[src/hdl/dsfd_pkg.sv]
// Shared types and constants of the display serial frame decoder.
package dsfd_pkg;

	localparam int CFG_IDX_W = 3;

	localparam logic [CFG_IDX_W-1:0] CFG_HEADER_HIGH   = 3'd0;
	localparam logic [CFG_IDX_W-1:0] CFG_HEADER_LOW    = 3'd1;
	localparam logic [CFG_IDX_W-1:0] CFG_READ_REG_CODE = 3'd2;
	localparam logic [CFG_IDX_W-1:0] CFG_READ_MEM_CODE = 3'd3;
	localparam logic [CFG_IDX_W-1:0] CFG_IDLE_TICKS    = 3'd4;

	localparam logic [7:0] HEADER_HIGH_RST   = 8'h5A;
	localparam logic [7:0] HEADER_LOW_RST    = 8'hA5;
	localparam logic [7:0] READ_REG_CODE_RST = 8'h81;
	localparam logic [7:0] READ_MEM_CODE_RST = 8'h83;
	localparam logic [3:0] IDLE_TICKS_RST    = 4'd4;

	localparam int MIN_FRAME = 4;

	typedef struct packed {
		logic [7:0] header_high;
		logic [7:0] header_low;
		logic [7:0] read_register_code;
		logic [7:0] read_memory_code;
		logic [3:0] idle_ticks;
	} cfg_t;

endpackage

[src/hdl/dsfd_front.sv]
// Receive side: byte ring, idle countdown and frame cut on the timer tick.
module dsfd_front #(
	parameter int DEPTH = 64,
	parameter int PW = 6,
	parameter int CW = 7
) (
	input  logic             clk,
	input  logic             arst_n,
	input  dsfd_pkg::cfg_t   cfg,
	input  logic             in_valid,
	output logic             in_ready,
	input  logic             action,
	input  logic [7:0]       rx_byte,
	input  logic             line_error,
	output logic             job_valid,
	input  logic             job_ready,
	output logic [PW-1:0]    job_ptr,
	output logic [CW-1:0]    job_len,
	input  logic             rd_en,
	input  logic [PW-1:0]    rd_addr,
	output logic [7:0]       rd_data
);
	import dsfd_pkg::*;

	localparam int SW = PW + 1;

	logic [7:0]    ring [DEPTH];
	logic [7:0]    rd_data_q;
	logic [PW-1:0] wp_q;
	logic [PW-1:0] rp_q;
	logic [CW-1:0] count_q;
	logic [CW-1:0] backlog_q;
	logic [3:0]    cd_q;
	logic          accept;
	logic          good_byte;
	logic          store;
	logic          tick;
	logic          drain;
	logic [CW:0]   occupied;
	logic [SW-1:0] rp_sum;
	logic [PW-1:0] rp_next;

	assign occupied = (CW+1)'(count_q) + (CW+1)'(backlog_q);
	assign in_ready = job_ready && ((backlog_q == '0) || (occupied != (CW+1)'(DEPTH)));
	assign accept = in_valid && in_ready;
	assign good_byte = accept && !action && !line_error;
	assign store = good_byte && (count_q != CW'(DEPTH));
	assign tick = accept && action;
	assign drain = tick && (cd_q == '0) && (count_q >= CW'(MIN_FRAME));

	assign job_valid = drain;
	assign job_ptr = rp_q;
	assign job_len = count_q;

	assign rp_sum = SW'(rp_q) + SW'(count_q);
	assign rp_next = (rp_sum >= SW'(DEPTH)) ? PW'(rp_sum - SW'(DEPTH)) : PW'(rp_sum);

	assign rd_data = rd_data_q;

	always_ff @(posedge clk or negedge arst_n) begin
		if (!arst_n) begin
			wp_q <= '0;
			rp_q <= '0;
			count_q <= '0;
			backlog_q <= '0;
			cd_q <= '0;
		end else begin
			if (good_byte) begin
				cd_q <= cfg.idle_ticks;
			end else if (tick && (cd_q != '0)) begin
				cd_q <= cd_q - 4'd1;
			end
			if (drain) begin
				count_q <= '0;
				rp_q <= rp_next;
			end else if (store) begin
				count_q <= count_q + 1'b1;
			end
			if (store) begin
				wp_q <= (wp_q == PW'(DEPTH - 1)) ? '0 : wp_q + 1'b1;
			end
			backlog_q <= backlog_q + (drain ? count_q : '0) - (rd_en ? CW'(1) : '0);
		end
	end

	always_ff @(posedge clk) begin
		if (store) begin
			ring[wp_q] <= rx_byte;
		end
		if (rd_en) begin
			rd_data_q <= ring[rd_addr];
		end
	end

endmodule

[src/hdl/dsfd_fifo.sv]
// Two-entry queue that carries cut frames from the receive side to the decoder.
module dsfd_fifo #(
	parameter int WIDTH = 13
) (
	input  logic             clk,
	input  logic             arst_n,
	input  logic             push_valid,
	output logic             push_ready,
	input  logic [WIDTH-1:0] push_data,
	output logic             pop_valid,
	input  logic             pop_ready,
	output logic [WIDTH-1:0] pop_data
);
	import dsfd_pkg::*;

	logic [WIDTH-1:0] slot_q [2];
	logic             wr_q;
	logic             rd_q;
	logic [1:0]       fill_q;
	logic             push;
	logic             pop;

	assign push_ready = (fill_q != 2'd2);
	assign pop_valid = (fill_q != 2'd0);
	assign pop_data = slot_q[rd_q];
	assign push = push_valid && push_ready;
	assign pop = pop_valid && pop_ready;

	always_ff @(posedge clk or negedge arst_n) begin
		if (!arst_n) begin
			wr_q <= 1'b0;
			rd_q <= 1'b0;
			fill_q <= 2'd0;
		end else begin
			if (push) begin
				wr_q <= ~wr_q;
			end
			if (pop) begin
				rd_q <= ~rd_q;
			end
			fill_q <= fill_q + (push ? 2'd1 : 2'd0) - (pop ? 2'd1 : 2'd0);
		end
	end

	always_ff @(posedge clk) begin
		if (push) begin
			slot_q[wr_q] <= push_data;
		end
	end

endmodule

[src/hdl/dsfd_back.sv]
// Decoder: walks one cut frame through the ring and turns it into word writes.
module dsfd_back #(
	parameter int DEPTH = 64,
	parameter int PW = 6,
	parameter int CW = 7
) (
	input  logic             clk,
	input  logic             arst_n,
	input  dsfd_pkg::cfg_t   cfg,
	input  logic             job_valid,
	output logic             job_ready,
	input  logic [PW-1:0]    job_ptr,
	input  logic [CW-1:0]    job_len,
	output logic             rd_en,
	output logic [PW-1:0]    rd_addr,
	input  logic [7:0]       rd_data,
	output logic             m_valid,
	input  logic             m_ready,
	output logic [15:0]      m_addr,
	output logic [15:0]      m_value,
	output logic             m_last
);
	import dsfd_pkg::*;

	localparam logic [7:0]  SUB_SCREEN = 8'h03;
	localparam logic [7:0]  SUB_KEYS = 8'h20;
	localparam logic [15:0] MEM_ADDR_LIMIT = 16'd99;
	localparam logic [15:0] MEM_ADDR_OFFSET = 16'd10;
	localparam logic [15:0] KEY_BASE = 16'd11;

	typedef enum logic [1:0] {
		KIND_NONE,
		KIND_REG,
		KIND_MEM
	} kind_t;

	logic          busy_q;
	logic [CW-1:0] left_q;
	logic [PW-1:0] raddr_q;
	logic [CW-1:0] issue_idx_q;
	logic [CW-1:0] pidx_q;
	logic [CW-1:0] len_q;
	logic          dv_q;
	logic          h0ok_q;
	logic          hok_q;
	kind_t         kind_q;
	logic [7:0]    b4_q;
	logic [7:0]    b5_q;
	logic [7:0]    b6_q;
	logic [7:0]    prev_q;
	logic          out_valid_q;
	logic [15:0]   out_addr_q;
	logic [15:0]   out_value_q;
	logic          out_last_q;

	logic [15:0] idx16;
	logic [15:0] n16;
	logic [15:0] addr_a;
	logic [15:0] reg_i;
	logic [15:0] mem_i;
	logic [15:0] pair_val;
	logic [15:0] bcd_val;
	logic        need_emit;
	logic [15:0] e_addr;
	logic [15:0] e_value;
	logic        e_last;
	logic        out_free;
	logic        proc;
	logic        load;

	assign idx16 = 16'(pidx_q);
	assign n16 = 16'(len_q);
	assign addr_a = {b4_q, b5_q};
	assign reg_i = idx16 - 16'd6;
	assign mem_i = (idx16 - 16'd8) >> 1;
	assign pair_val = {prev_q, rd_data};
	assign bcd_val = 16'(rd_data[7:4]) * 16'd10 + 16'(rd_data[3:0]);

	always_comb begin
		need_emit = 1'b0;
		e_addr = '0;
		e_value = pair_val;
		e_last = 1'b1;
		case (kind_q)
			KIND_REG: begin
				if (b4_q == SUB_SCREEN) begin
					need_emit = (idx16 == 16'd7);
				end else if (b4_q == SUB_KEYS) begin
					need_emit = (idx16 >= 16'd6) && (reg_i < 16'(b5_q));
					e_addr = KEY_BASE + reg_i;
					e_value = bcd_val;
					e_last = (reg_i + 16'd1 == 16'(b5_q)) || (idx16 + 16'd1 == n16);
				end
			end
			KIND_MEM: begin
				if (addr_a > MEM_ADDR_LIMIT) begin
					need_emit = (idx16 == 16'd8);
					e_addr = addr_a - MEM_ADDR_OFFSET;
				end else begin
					need_emit = (idx16 >= 16'd8) && !idx16[0] && (mem_i < 16'(b6_q));
					e_addr = addr_a + mem_i;
					e_last = (mem_i + 16'd1 == 16'(b6_q)) || (idx16 + 16'd2 >= n16);
				end
			end
			default: begin
				need_emit = 1'b0;
			end
		endcase
		need_emit = need_emit && hok_q;
	end

	assign out_free = !out_valid_q || m_ready;
	assign proc = dv_q && (!need_emit || out_free);
	assign rd_en = busy_q && (left_q != '0) && (!dv_q || proc);
	assign rd_addr = raddr_q;
	assign job_ready = !busy_q;
	assign load = job_valid && !busy_q;

	assign m_valid = out_valid_q;
	assign m_addr = out_addr_q;
	assign m_value = out_value_q;
	assign m_last = out_last_q;

	always_ff @(posedge clk or negedge arst_n) begin
		if (!arst_n) begin
			busy_q <= 1'b0;
			left_q <= '0;
			raddr_q <= '0;
			issue_idx_q <= '0;
			pidx_q <= '0;
			len_q <= '0;
			dv_q <= 1'b0;
			h0ok_q <= 1'b0;
			hok_q <= 1'b0;
			kind_q <= KIND_NONE;
			out_valid_q <= 1'b0;
		end else begin
			if (load) begin
				busy_q <= 1'b1;
				left_q <= job_len;
				raddr_q <= job_ptr;
				issue_idx_q <= '0;
				len_q <= job_len;
			end else if (busy_q && (left_q == '0) && (!dv_q || proc)) begin
				busy_q <= 1'b0;
			end
			if (rd_en) begin
				left_q <= left_q - 1'b1;
				raddr_q <= (raddr_q == PW'(DEPTH - 1)) ? '0 : raddr_q + 1'b1;
				issue_idx_q <= issue_idx_q + 1'b1;
				pidx_q <= issue_idx_q;
				dv_q <= 1'b1;
			end else if (proc) begin
				dv_q <= 1'b0;
			end
			if (proc) begin
				case (idx16)
					16'd0: h0ok_q <= (rd_data == cfg.header_high);
					16'd1: hok_q <= h0ok_q && (rd_data == cfg.header_low);
					16'd3: begin
						if (rd_data == cfg.read_register_code) begin
							kind_q <= KIND_REG;
						end else if (rd_data == cfg.read_memory_code) begin
							kind_q <= KIND_MEM;
						end else begin
							kind_q <= KIND_NONE;
						end
					end
					default: begin
					end
				endcase
			end
			if (proc && need_emit) begin
				out_valid_q <= 1'b1;
			end else if (m_ready) begin
				out_valid_q <= 1'b0;
			end
		end
	end

	always_ff @(posedge clk) begin
		if (proc) begin
			prev_q <= rd_data;
			if (idx16 == 16'd4) begin
				b4_q <= rd_data;
			end
			if (idx16 == 16'd5) begin
				b5_q <= rd_data;
			end
			if (idx16 == 16'd6) begin
				b6_q <= rd_data;
			end
		end
		if (proc && need_emit) begin
			out_addr_q <= e_addr;
			out_value_q <= e_value;
			out_last_q <= e_last;
		end
	end

endmodule

[src/hdl/display_serial_frame_decoder.sv]
// Top level of the display serial frame decoder: configuration registers, front, queue, decoder.
// Each input word is a received byte or a timer tick. Good bytes go into a receive ring of
// BUFFER_DEPTH bytes; a tick that finds the idle countdown at zero with at least four bytes held
// cuts them off as one frame of n bytes and queues it for the decoder. The decoder reads the ring
// through its single registered read port, one byte per cycle while the sink keeps up, and yields
// at most one word write per cycle. Input words keep flowing while a frame is decoded; the input
// stalls only when two frames wait in the queue or when the ring is full of bytes the decoder has
// not read yet, counting the frame being gathered, and at least one of those bytes belongs to a cut
// frame. Configuration writes are accepted in every cycle.
module display_serial_frame_decoder #(
	parameter int BUFFER_DEPTH = 64
) (
	input  logic                           clk,
	input  logic                           arst_n,
	input  logic                           s_tvalid,
	output logic                           s_tready,
	input  logic [7:0]                     s_tdata,   // rx_byte
	input  logic [1:0]                     s_tuser,   // action, line_error
	output logic                           m_tvalid,
	input  logic                           m_tready,
	output logic [31:0]                    m_tdata,   // word_address, word_value
	output logic                           m_tlast,
	input  logic                           cfg_valid,
	output logic                           cfg_ready,
	input  logic [dsfd_pkg::CFG_IDX_W-1:0] cfg_index,
	input  logic [7:0]                     cfg_data
);
	import dsfd_pkg::*;

	localparam int PW = $clog2(BUFFER_DEPTH);
	localparam int CW = $clog2(BUFFER_DEPTH + 1);

	cfg_t          cfg_q;
	logic          job_push_valid;
	logic          job_push_ready;
	logic [PW-1:0] job_push_ptr;
	logic [CW-1:0] job_push_len;
	logic          job_pop_valid;
	logic          job_pop_ready;
	logic [PW-1:0] job_pop_ptr;
	logic [CW-1:0] job_pop_len;
	logic          rd_en;
	logic [PW-1:0] rd_addr;
	logic [7:0]    rd_data;
	logic [15:0]   word_address;
	logic [15:0]   word_value;

	assign cfg_ready = 1'b1;

	always_ff @(posedge clk or negedge arst_n) begin
		if (!arst_n) begin
			cfg_q.header_high <= HEADER_HIGH_RST;
			cfg_q.header_low <= HEADER_LOW_RST;
			cfg_q.read_register_code <= READ_REG_CODE_RST;
			cfg_q.read_memory_code <= READ_MEM_CODE_RST;
			cfg_q.idle_ticks <= IDLE_TICKS_RST;
		end else if (cfg_valid && cfg_ready) begin
			case (cfg_index)
				CFG_HEADER_HIGH: cfg_q.header_high <= cfg_data;
				CFG_HEADER_LOW: cfg_q.header_low <= cfg_data;
				CFG_READ_REG_CODE: cfg_q.read_register_code <= cfg_data;
				CFG_READ_MEM_CODE: cfg_q.read_memory_code <= cfg_data;
				CFG_IDLE_TICKS: cfg_q.idle_ticks <= cfg_data[3:0];
				default: begin
				end
			endcase
		end
	end

	dsfd_front #(
		.DEPTH(BUFFER_DEPTH),
		.PW(PW),
		.CW(CW)
	) u_front (
		.clk(clk),
		.arst_n(arst_n),
		.cfg(cfg_q),
		.in_valid(s_tvalid),
		.in_ready(s_tready),
		.action(s_tuser[0]),
		.rx_byte(s_tdata),
		.line_error(s_tuser[1]),
		.job_valid(job_push_valid),
		.job_ready(job_push_ready),
		.job_ptr(job_push_ptr),
		.job_len(job_push_len),
		.rd_en(rd_en),
		.rd_addr(rd_addr),
		.rd_data(rd_data)
	);

	dsfd_fifo #(
		.WIDTH(PW + CW)
	) u_queue (
		.clk(clk),
		.arst_n(arst_n),
		.push_valid(job_push_valid),
		.push_ready(job_push_ready),
		.push_data({job_push_ptr, job_push_len}),
		.pop_valid(job_pop_valid),
		.pop_ready(job_pop_ready),
		.pop_data({job_pop_ptr, job_pop_len})
	);

	dsfd_back #(
		.DEPTH(BUFFER_DEPTH),
		.PW(PW),
		.CW(CW)
	) u_back (
		.clk(clk),
		.arst_n(arst_n),
		.cfg(cfg_q),
		.job_valid(job_pop_valid),
		.job_ready(job_pop_ready),
		.job_ptr(job_pop_ptr),
		.job_len(job_pop_len),
		.rd_en(rd_en),
		.rd_addr(rd_addr),
		.rd_data(rd_data),
		.m_valid(m_tvalid),
		.m_ready(m_tready),
		.m_addr(word_address),
		.m_value(word_value),
		.m_last(m_tlast)
	);

	assign m_tdata = {word_value, word_address};

endmodule

[config.mk]
export PLATFORM = sky130hd
export DESIGN_NAME = display_serial_frame_decoder
export DESIGN_NICKNAME = d
export VERILOG_FILES = /design/src/hdl/dsfd_pkg.sv /design/src/hdl/dsfd_front.sv /design/src/hdl/dsfd_fifo.sv /design/src/hdl/dsfd_back.sv /design/src/hdl/display_serial_frame_decoder.sv
export SDC_FILE = /design/constraint.sdc
export NUM_CORES = 1
export LEC_CHECK = 0
export BUFFER_PORTS_ARGS = -buffer_cell sky130_fd_sc_hd__clkbuf_2
export CORE_ASPECT_RATIO = 0.5
export CORE_MARGIN = 2
export CORE_UTILIZATION = 50
export DETAILED_ROUTE_END_ITERATION = 8
export HOLD_SLACK_MARGIN = 0.03
export PLACE_DENSITY = 0.66
export RECOVER_POWER = 50
export SLEW_MARGIN = 30
export SYNTH_ARGS = -nofsm -noshare
export SYNTH_HDL_FRONTEND = slang
export SYNTH_HIERARCHICAL = 1
export SYNTH_SLANG_ARGS = --single-unit
[constraint.sdc]
create_clock -name clk -period 7.62 [get_ports clk]
set_clock_uncertainty 0.2 [all_clocks]
set_input_delay 1.524 -clock clk [delete_from_list [all_inputs] [get_ports clk]]
set_output_delay 1.524 -clock clk [all_outputs]
set_load 0.03 [all_outputs]
==> metrics.md, run 1 <==
| Metric | Value |
|---|---|
| Wl on met1 | `30,800 µm` |
| Crit end category | `register` |
| Largest net degree at the start of global routing | `65` |
| Post-synth top area share | `56.6%` |
| Grt total ovfl | `0` |
| Measured slew at the worst slew-check pin | `3.06 ns` |
| EDFF count, synth | `611` |
| Clock Pin Slew Worst Setup and Hold Paths | `0.06 ns` |
| Overall Power | `between 8000 and 9000 µW` |
| Worst Path Required | `7.94 ns` |
| Die Y-Extent | `184 µm` |
| Setup TNS | `0 ns` |
| Starting Density | `51.0%` |
| Synth Area per Inst | `16.3 µm²` |
| CTS tree | `done` |
| CP startpoint | `u_back/pidx_q[2]` |
| Min Tclk post-route | `around 6 ns` |
| Worst vdd ir | `roughly 0.15 mV` |
| Synth Register Bits | `722` |
| Cts hold-fix bufs | `0` |
| RSZ-0062 raised after global routing | `no` |
| Via Count | `about 17,000` |
| Area Growth Syn to Fin | `10.6%` |
| Critical Path Source Type | `register` |
| # setup viols final | `0` |
| Wire per inst | `23.8 µm` |
| Post-CTS sizing | `0` |
| Vias in the first global route | `17,400` |
| Antenna viol nets, final | `0` |
| Hold slack | `0.293 ns` |
| Final Max Tran Viols | `645` |
| Largest area contributor in the netlist | `edfxtp_1` |
| Clock Sinks | `722` |
| Highest metal used | `met4` |
| Period utilisation layout | `79.1%` |
| Global-route wire length before repair | `108,000 µm` |
| Cell Pwr Density | `roughly 240 nW/µm²` |
| Ant. Diodes | `0` |
| Yosys warns | `6` |
| Post-synthesis async set-or-reset flop share | `15.4%` |
| Final net count | `roughly 2,200` |
| H-tree Lvls | `3` |
| Die X | `364 µm` |
| Via density | `5.87` |
| Routability-driven placement congestion ratio | `0.897` |
| Num CTS Buffers | `67` |
| Final Cell Area | `35,800 µm²` |
| Worst hold path type | `register to register` |
| Register area share after synthesis | `65.3%` |
| Synth area leaders | `edfxtp_1 (57%), mux4_2 (12%), dfrtp_1 (7.5%), ha_1 (3.6%), xnor2_1 (2.3%)` |
| Netlist cell types | `85` |
| Rel. slew slack | `-104%` |
| I/O pin count | `62` |
| Clock Latency Late Sink | `0.60 ns` |
| Reg-to-reg startpoint | `u_back/pidx_q[2]` |
| DRC | `0` |
| DP HPWL | `roughly 44,000 µm` |
| Die area | `around 67,000 µm²` |
| Critical Path Fanout Max | `43` |
| Clock Tree Buf Depth | `3` |
| Syn Nets | `2,117` |
| Total track usage | `21.7%` |
| Lkg Pwr | `0.0123 µW` |
| Port Buffer Count | `60` |
| Final wirelength | `about 71,000 µm` |
| Metal2 WL | `34,000 µm` |
| Top FF cell, synth | `edfxtp_1` |
| Root buf cell | `clkbuf_16` |
| Mapped Area | `roughly 32,000 µm²` |
| Fin. Hold Viols | `0` |
| Max Cap Viol | `12` |
| Postcts setup bufs | `0` |
| Hold path start | `u_front/job_ptr[5]` |
| DR WL met3 | `between 4000 and 5000 µm` |
| CP arrival | `about 6.4 ns` |
| Status | `finished with violations` |
| Row count | `65` |
| Placed cell areas | `between 30,000 and 40,000 µm²` |
| Drt first pass iters | `6` |
| Crit Path Category | `register to register` |
| Core area | `63,500 µm²` |
| Max Fclk | `between 150 and 200 MHz` |
| Layout cell share with drive strength beyond 1 | `20.5%` |
| Failing checks | `max-capacitance violations, max-slew violations` |
| DR iter-0 viols | `1,802` |
| Initial antenna violation count | `2` |
| Post-Synthesis Cells | `1,991` |
## stage by stage
| stage | utilization [%] | cells | setup slack [ns] |
|---|---|---|---|
| after global placement | 52.9 | 2859 | 1.86 |
| after floorplan | - | 1991 | 2.38 |
| after detailed placement | 53.0 | 2860 | 1.74 |
| after global routing | 56.4 | 2980 | 1.20 |
| final | 56.4 | 2980 | 1.59 |
| after CTS | 56.5 | 2978 | 1.72 |
## path summary, 6_finish.rpt
| kind | end | slack, ns | depth (start not counted) |
|---|---|---|---|
| min reg2reg | u_queue/slot_q[1][12] | 0.29 | 0 |
| min in group asynchronous | u_front/wp_q[3] | 1.09 | 1 |
| min | u_queue/slot_q[1][12] | 0.29 | 0 |
| max in group asynchronous | u_back/rd_addr[0] | 2.39 | 2 |
| max reg2reg | u_front/backlog_q[6] | 1.59 | 23 |
| max | u_front/backlog_q[6] | 1.59 | 23 |
## Yosys cell counts (9+ instances only)
master / count
edfxtp_1: 611
mux4_2: 168
nor2_1: 126
nand2_1: 98
dfrtp_1: 97
ha_1: 94
xnor2_1: 85
inv_1: 75
o21ai_0: 57
clkbuf_1: 53
mux2_2: 48
a21oi_1: 45
nand3_1: 37
xor2_1: 35
nor3_1: 24
buf_2: 18
nand4_1: 18
nor2b_1: 17
a21o_1: 16
and2_1: 14
dfstp_2: 14
and3_1: 11
mux2_1: 11
mux2i_1: 11
or3_1: 11
o211ai_1: 10
nor4_1: 9
o31ai_1: 9
## per-layer routing
metal	track usage [%]	vias to the layer above
met3	5.03	97
met4	5.64	0
li1	-	7881
met1	30.3	9003
met2	34.6	498
met5	0	-
## cell families (layout without fill, tap and decap cells)
group	Yosys count	in the layout	share of synthesized area [%]
xor gates and xnor gates	120	120	3.24
and+or+nand+nor	428	428	6.71
muxes	239	239	14.1
other	1	1	0.0116
DFF	722	722	65.3
AOI/OAI and AO/OA	217	217	4.55
adders and majority gates	100	100	4.00
buffers and inverters	164	282	2.11
## state kept, by name, indices dropped and copies added (netlist names), 8 cells and up
signal / count
u_front/ring: 512
cfg_q: 36
u_queue/slot_q: 26
u_back/m_addr: 16
u_back/m_value: 16
u_back/b4_q: 8
u_back/b5_q: 8
u_back/b6_q: 8
u_back/prev_q: 8
u_front/rd_data: 8
## power breakdown
group	switching [µW]	total, µW	internal [µW]
logic	419	718	299
registers	133	4560	4420
clock network	1490	3460	1980
## cell type report
type | instances | area (µm²)
clock buffer | 79 | 1790
clock inverter | 39 | 443
multi-input combinational | 1105 | 10600
inverter | 76 | 288
fill | 4882 | 27700
tap | 871 | 1090
timing repair buffer | 88 | 523
sequential | 722 | 21200
## layout by cell type (no fill, tap or decap), drive strengths merged, types with 7 or more instances in the layout
| master | netlist | routed |
|---|---|---|
| a21o | 17 | 17 |
| or3 | 11 | 11 |
| mux4 | 168 | 168 |
| dfrtp | 97 | 97 |
| nand3 | 38 | 38 |
| o21ai | 59 | 59 |
| mux2i | 11 | 11 |
| o211ai | 10 | 10 |
| nor2b | 17 | 17 |
| mux2 | 60 | 60 |
| a21oi | 45 | 45 |
| and3 | 11 | 11 |
| xnor2 | 85 | 85 |
| o21a | 8 | 8 |
| inv | 76 | 84 |
| buf | 35 | 15 |
| clkinv | 0 | 20 |
| dfstp | 14 | 14 |
| xor2 | 35 | 35 |
| and2 | 15 | 15 |
| nor3 | 24 | 24 |
| bufinv | 0 | 8 |
| nand2b | 8 | 8 |
| nor4 | 12 | 12 |
| ha | 94 | 94 |
| edfxtp | 611 | 611 |
| nand4 | 18 | 18 |
| o31ai | 9 | 9 |
| nand3b | 7 | 7 |
| nand2 | 98 | 98 |
| clkbuf | 53 | 152 |
| a31oi | 9 | 9 |
| or2 | 7 | 7 |
| nor2 | 134 | 134 |
## worst max-delay path: stages (launching register included)
cell	delay [ns]
dfrtp_1	0.73
ha_1	0.48
a21boi_0	0.18
xnor2_1	0.46
inv_1	0.13
ha_1	0.32
a21o_1	0.16
a21o_1	0.19
a2111oi_4	0.40
a211o_4	0.19
a21o_4	0.29
inv_4	0.25
ha_1	0.35
inv_1	0.06
ha_1	0.16
inv_1	0.05
fa_1	0.40
nor2b_1	0.12
o21ai_0	0.10
a21boi_0	0.25
o21a_1	0.15
nor2_1	0.04
xnor2_1	0.16
xnor2_1	0.13
No activity file was read; power rests on OpenSTA's default activity.
==> run 2, diff against run 1 <==
--- a/config.mk
+++ b/config.mk
@@ -11,7 +11,7 @@
 export CORE_UTILIZATION = 50
 export DETAILED_ROUTE_END_ITERATION = 8
 export HOLD_SLACK_MARGIN = 0.03
-export PLACE_DENSITY = 0.66
+export PLACE_DENSITY = 0.68
 export RECOVER_POWER = 50
 export SLEW_MARGIN = 30
 export SYNTH_ARGS = -nofsm -noshare
==> constraint.sdc (replaced) <==
create_clock -name clk -period 5.5 [get_ports clk]
set_clock_uncertainty 0.2 [all_clocks]
set_input_delay 1.1 -clock clk [delete_from_list [all_inputs] [get_ports clk]]
set_output_delay 1.1 -clock clk [all_outputs]
set_load 0.03 [all_outputs]
==> run 2 against run 1 <==
  * The run still ends with max-capacitance violations, max-slew violations left
  * Largest power group unchanged
  * Die area unchanged
  * Highest routed layer is now met5
  * Clock-buffer cell count up 4
  * Sequential cell count stayed put
  * Global-route usage down 0.40 points
  * Maximum frequency rose by 19%
  * Design area up 0.54%
  * Core utilization rose by 0.31 points
  * Via count rose by 0.80%
  * First-iteration DRC count is 2.8% lower
  * Register-to-register slack worse by 1.2 ns
  * Sequential share of layout area down 0.31 points
  * Sequential power rose by 38%
==> metrics.md, run 2 (same netlist as run 1, synthesis figures left out) <==
| Metric | Value |
|---|---|
| Status | `finished with violations` |
| Failing checks | `max-capacitance violations, max-slew violations` |
| WP buf/inv | `5` |
| Area Growth Syn to Fin | `11.3%` |
| Core area | `63,500 µm²` |
| Initial antenna violation count | `1` |
| Final wirelength | `69,800 µm` |
| Clk pwr share | `38.2%` |
| Overall Power | `11,900 µW` |
| DRC | `0` |
| Critical Path, Cell by Cell | `inv_1, ha_1, a21boi_0, xnor2_1, inv_1, ha_1, a21o_1, a21o_1, a2111oi_4, a211o_4, a21o_4, inv_4, ha_1, inv_1, ha_1, inv_1, fa_1, nor2b_1, o21ai_0, a21boi_1, o21a_1, nor2_1, xnor2_1, xnor2_1` |
| Row count | `65` |
| Critical Path Source Type | `register` |
| DP Cell Count | `2,905` |
| Worst slack, placed | `between 0.4 and 0.5 ns` |
| Final Max Tran Viols | `roughly 570` |
| Layout cell share with drive strength beyond 1 | `21.8%` |
| Drt first pass iters | `7` |
| Crit end category | `register` |
| Pint | `between 9000 and 10,000 µW` |
| Period utilisation layout | `92.4%` |
| Lkg Pwr | `around 0.012 µW` |
| Via density | `5.83` |
| Num CTS Buffers | `between 60 and 70` |
| Largest registers | `u_front/ring: 512 flops, cfg_q: 36 flops, u_queue/slot_q: 26 flops` |
| DP HPWL | `44,400 µm` |
| Measured slew at the worst slew-check pin | `3.12 ns` |
| Ant. Diodes | `0` |
| Max Cap Viol | `10` |
| Max reg flops | `512` |
| Clock Latency Late Sink | `0.60 ns` |
| CP top delay family | `compound AO/OA/AOI/OAI gates` |
| RSZ-0062 raised after global routing | `no` |
| CTS tree | `done` |
| Net Sw Power | `between 2000 and 3000 µW` |
| Total track usage | `between 20% and 30%` |
| Antenna viol nets, final | `0` |
| Clock Pin Slew Worst Setup and Hold Paths | `approximately 0.060 ns` |
| Slowest cell on the critical path | `fa_1` |
| Fin. Hold Viols | `0` |
| Die Y-Extent | `184 µm` |
| Switching Fraction | `23.5%` |
| Via Count | `17,600` |
| Worst hold path type | `register to register` |
| Final WS setup | `0.421 ns` |
| Max Fclk | `between 150 and 200 MHz` |
| Routability-driven placement congestion ratio | `0.886` |
| Postcts setup bufs | `0` |
| Critical Path Fanout Max | `6` |
| Min Tclk post-route | `5.08 ns` |
| Most common cell after layout, fill and taps aside | `edfxtp_1` |
| Cell Pwr Density | `329 nW/µm²` |
| Clock Sinks | `722` |
| CP arrival | `~5.4 ns` |
| Largest net degree at the start of global routing | `75` |
| Root buf cell | `clkbuf_16` |
| Starting Density | `51.0%` |
| Setup TNS | `0 ns` |
| Die area | `67,000 µm²` |
| # setup viols final | `0` |
| DR iter-0 viols | `~1,800` |
| Comb pwr share | `under 10%` |
| Port Buffer Count | `60` |
| Worst vdd ir | `0.197 mV` |
| Post-Layout Cell Count | `3,024` |
| Final net count | `2,229` |
| Rel. slew slack | `-108%` |
| Slowest cell delay on critical path | `0.40 ns` |
| Crit Path Category | `register to register` |
| H-tree Lvls | `3` |
| Hold slack | `0.297 ns` |
| Clock Tree Buf Depth | `3` |
| Worst Path Required | `5.78 ns` |
| Grt total ovfl | `0` |
| Vias in the first global route | `17,500` |
| I/O pin count | `62` |
| Largest reg by FF count | `u_front/ring` |
| Wire per inst | `23.1 µm` |
| Seq pwr share | `53.1%` |
| Die X | `between 300 and 400 µm` |
| Cts hold-fix bufs | `0` |
| Global-route wire length before repair | `106,000 µm` |
| Commonest cells after routing, fill and taps aside | `edfxtp_1 (611), mux4_2 (168), nor2_1 (125)` |
-- run 2: changes by cell type in the layout (fill, tap and decap cells not counted), moves of 3 or more --
cell,before,now
buf_4,11,52
clkbuf_1,23,32
bufinv_16,8,4
clkinv_2,10,14
mux2_1,13,16
mux2_2,46,43
-- run 2: power groups by stage --
stage / combinational (µW) / clock (µW) / sequential, µW
2_1_floorplan: 732 / 0 / 6330
3_3_place_gp: 1020 / 0 / 6380
3_5_place_dp: 1030 / 0 / 6390
4_1_cts: 1040 / 4610 / 6280
5_1_grt: 1150 / 4830 / 6310
6_report: 1030 / 4530 / 6290
-- run 2: worst reg2reg max path: stages (launching register included) --
cell and delay (ns):
dfrtp_1 0.38, inv_1 0.19, ha_1 0.28, a21boi_0 0.24, xnor2_1 0.28, inv_1 0.13
ha_1 0.33, a21o_1 0.17, a21o_1 0.20, a2111oi_4 0.39, a211o_4 0.20, a21o_4 0.15
inv_4 0.03, ha_1 0.27, inv_1 0.05, ha_1 0.15, inv_1 0.06, fa_1 0.40
nor2b_1 0.12, o21ai_0 0.10, a21boi_1 0.20, o21a_1 0.13, nor2_1 0.04, xnor2_1 0.12
xnor2_1 0.12
-- run 2: per-stage QoR --
step	util, %	cell area (µm²)
global route	56.7	36000
global placement	53.5	34000
detailed placement	53.5	34000
floorplan	-	32400
finish	56.7	36000
CTS	56.8	36100
-- run 2: metal layers --
layer	share of wire, %	vias up	wire [µm]	global-route usage (%)
met1	43	8991	30100	29.6
met5	0.017	-	12	0
met3	6.6	101	4620	4.68
met4	1.9	2	1320	4.98
li1	-	7968	-	-
met2	48	557	33700	34.6
-- run 2: final timing paths --
| path | from | end | slack (ns) | depth (start not counted) |
|---|---|---|---|---|
| max | u_back/pidx_q[3] | u_front/backlog_q[6] | 0.42 | 24 |
| min | u_queue/wr_q | u_queue/wr_q | 0.30 | 1 |
| max reg2reg | u_back/pidx_q[3] | u_front/backlog_q[6] | 0.42 | 24 |
| min reg2reg | u_queue/wr_q | u_queue/wr_q | 0.30 | 1 |
| max in group asynchronous | arst_n | cfg_q[35] | 2.41 | 2 |
| min in group asynchronous | arst_n | u_front/cd_q[0] | 0.34 | 1 |
-- run 2: cell type report --
class	count	area (µm²)
Fill cell	4850	27500
Sequential cell	722	21200
Multi-Input combinational cell	1105	10600
Clock buffer	83	1780
Tap cell	871	1090
Timing Repair Buffer	132	841
Clock inverter	35	329
Inverter	76	288
-- run 2: what timing repair did --
item                                    CTS  global route
endpoints found under the setup margin    0             1
endpoints found under the hold margin     0             0
resized for setup                         0             1
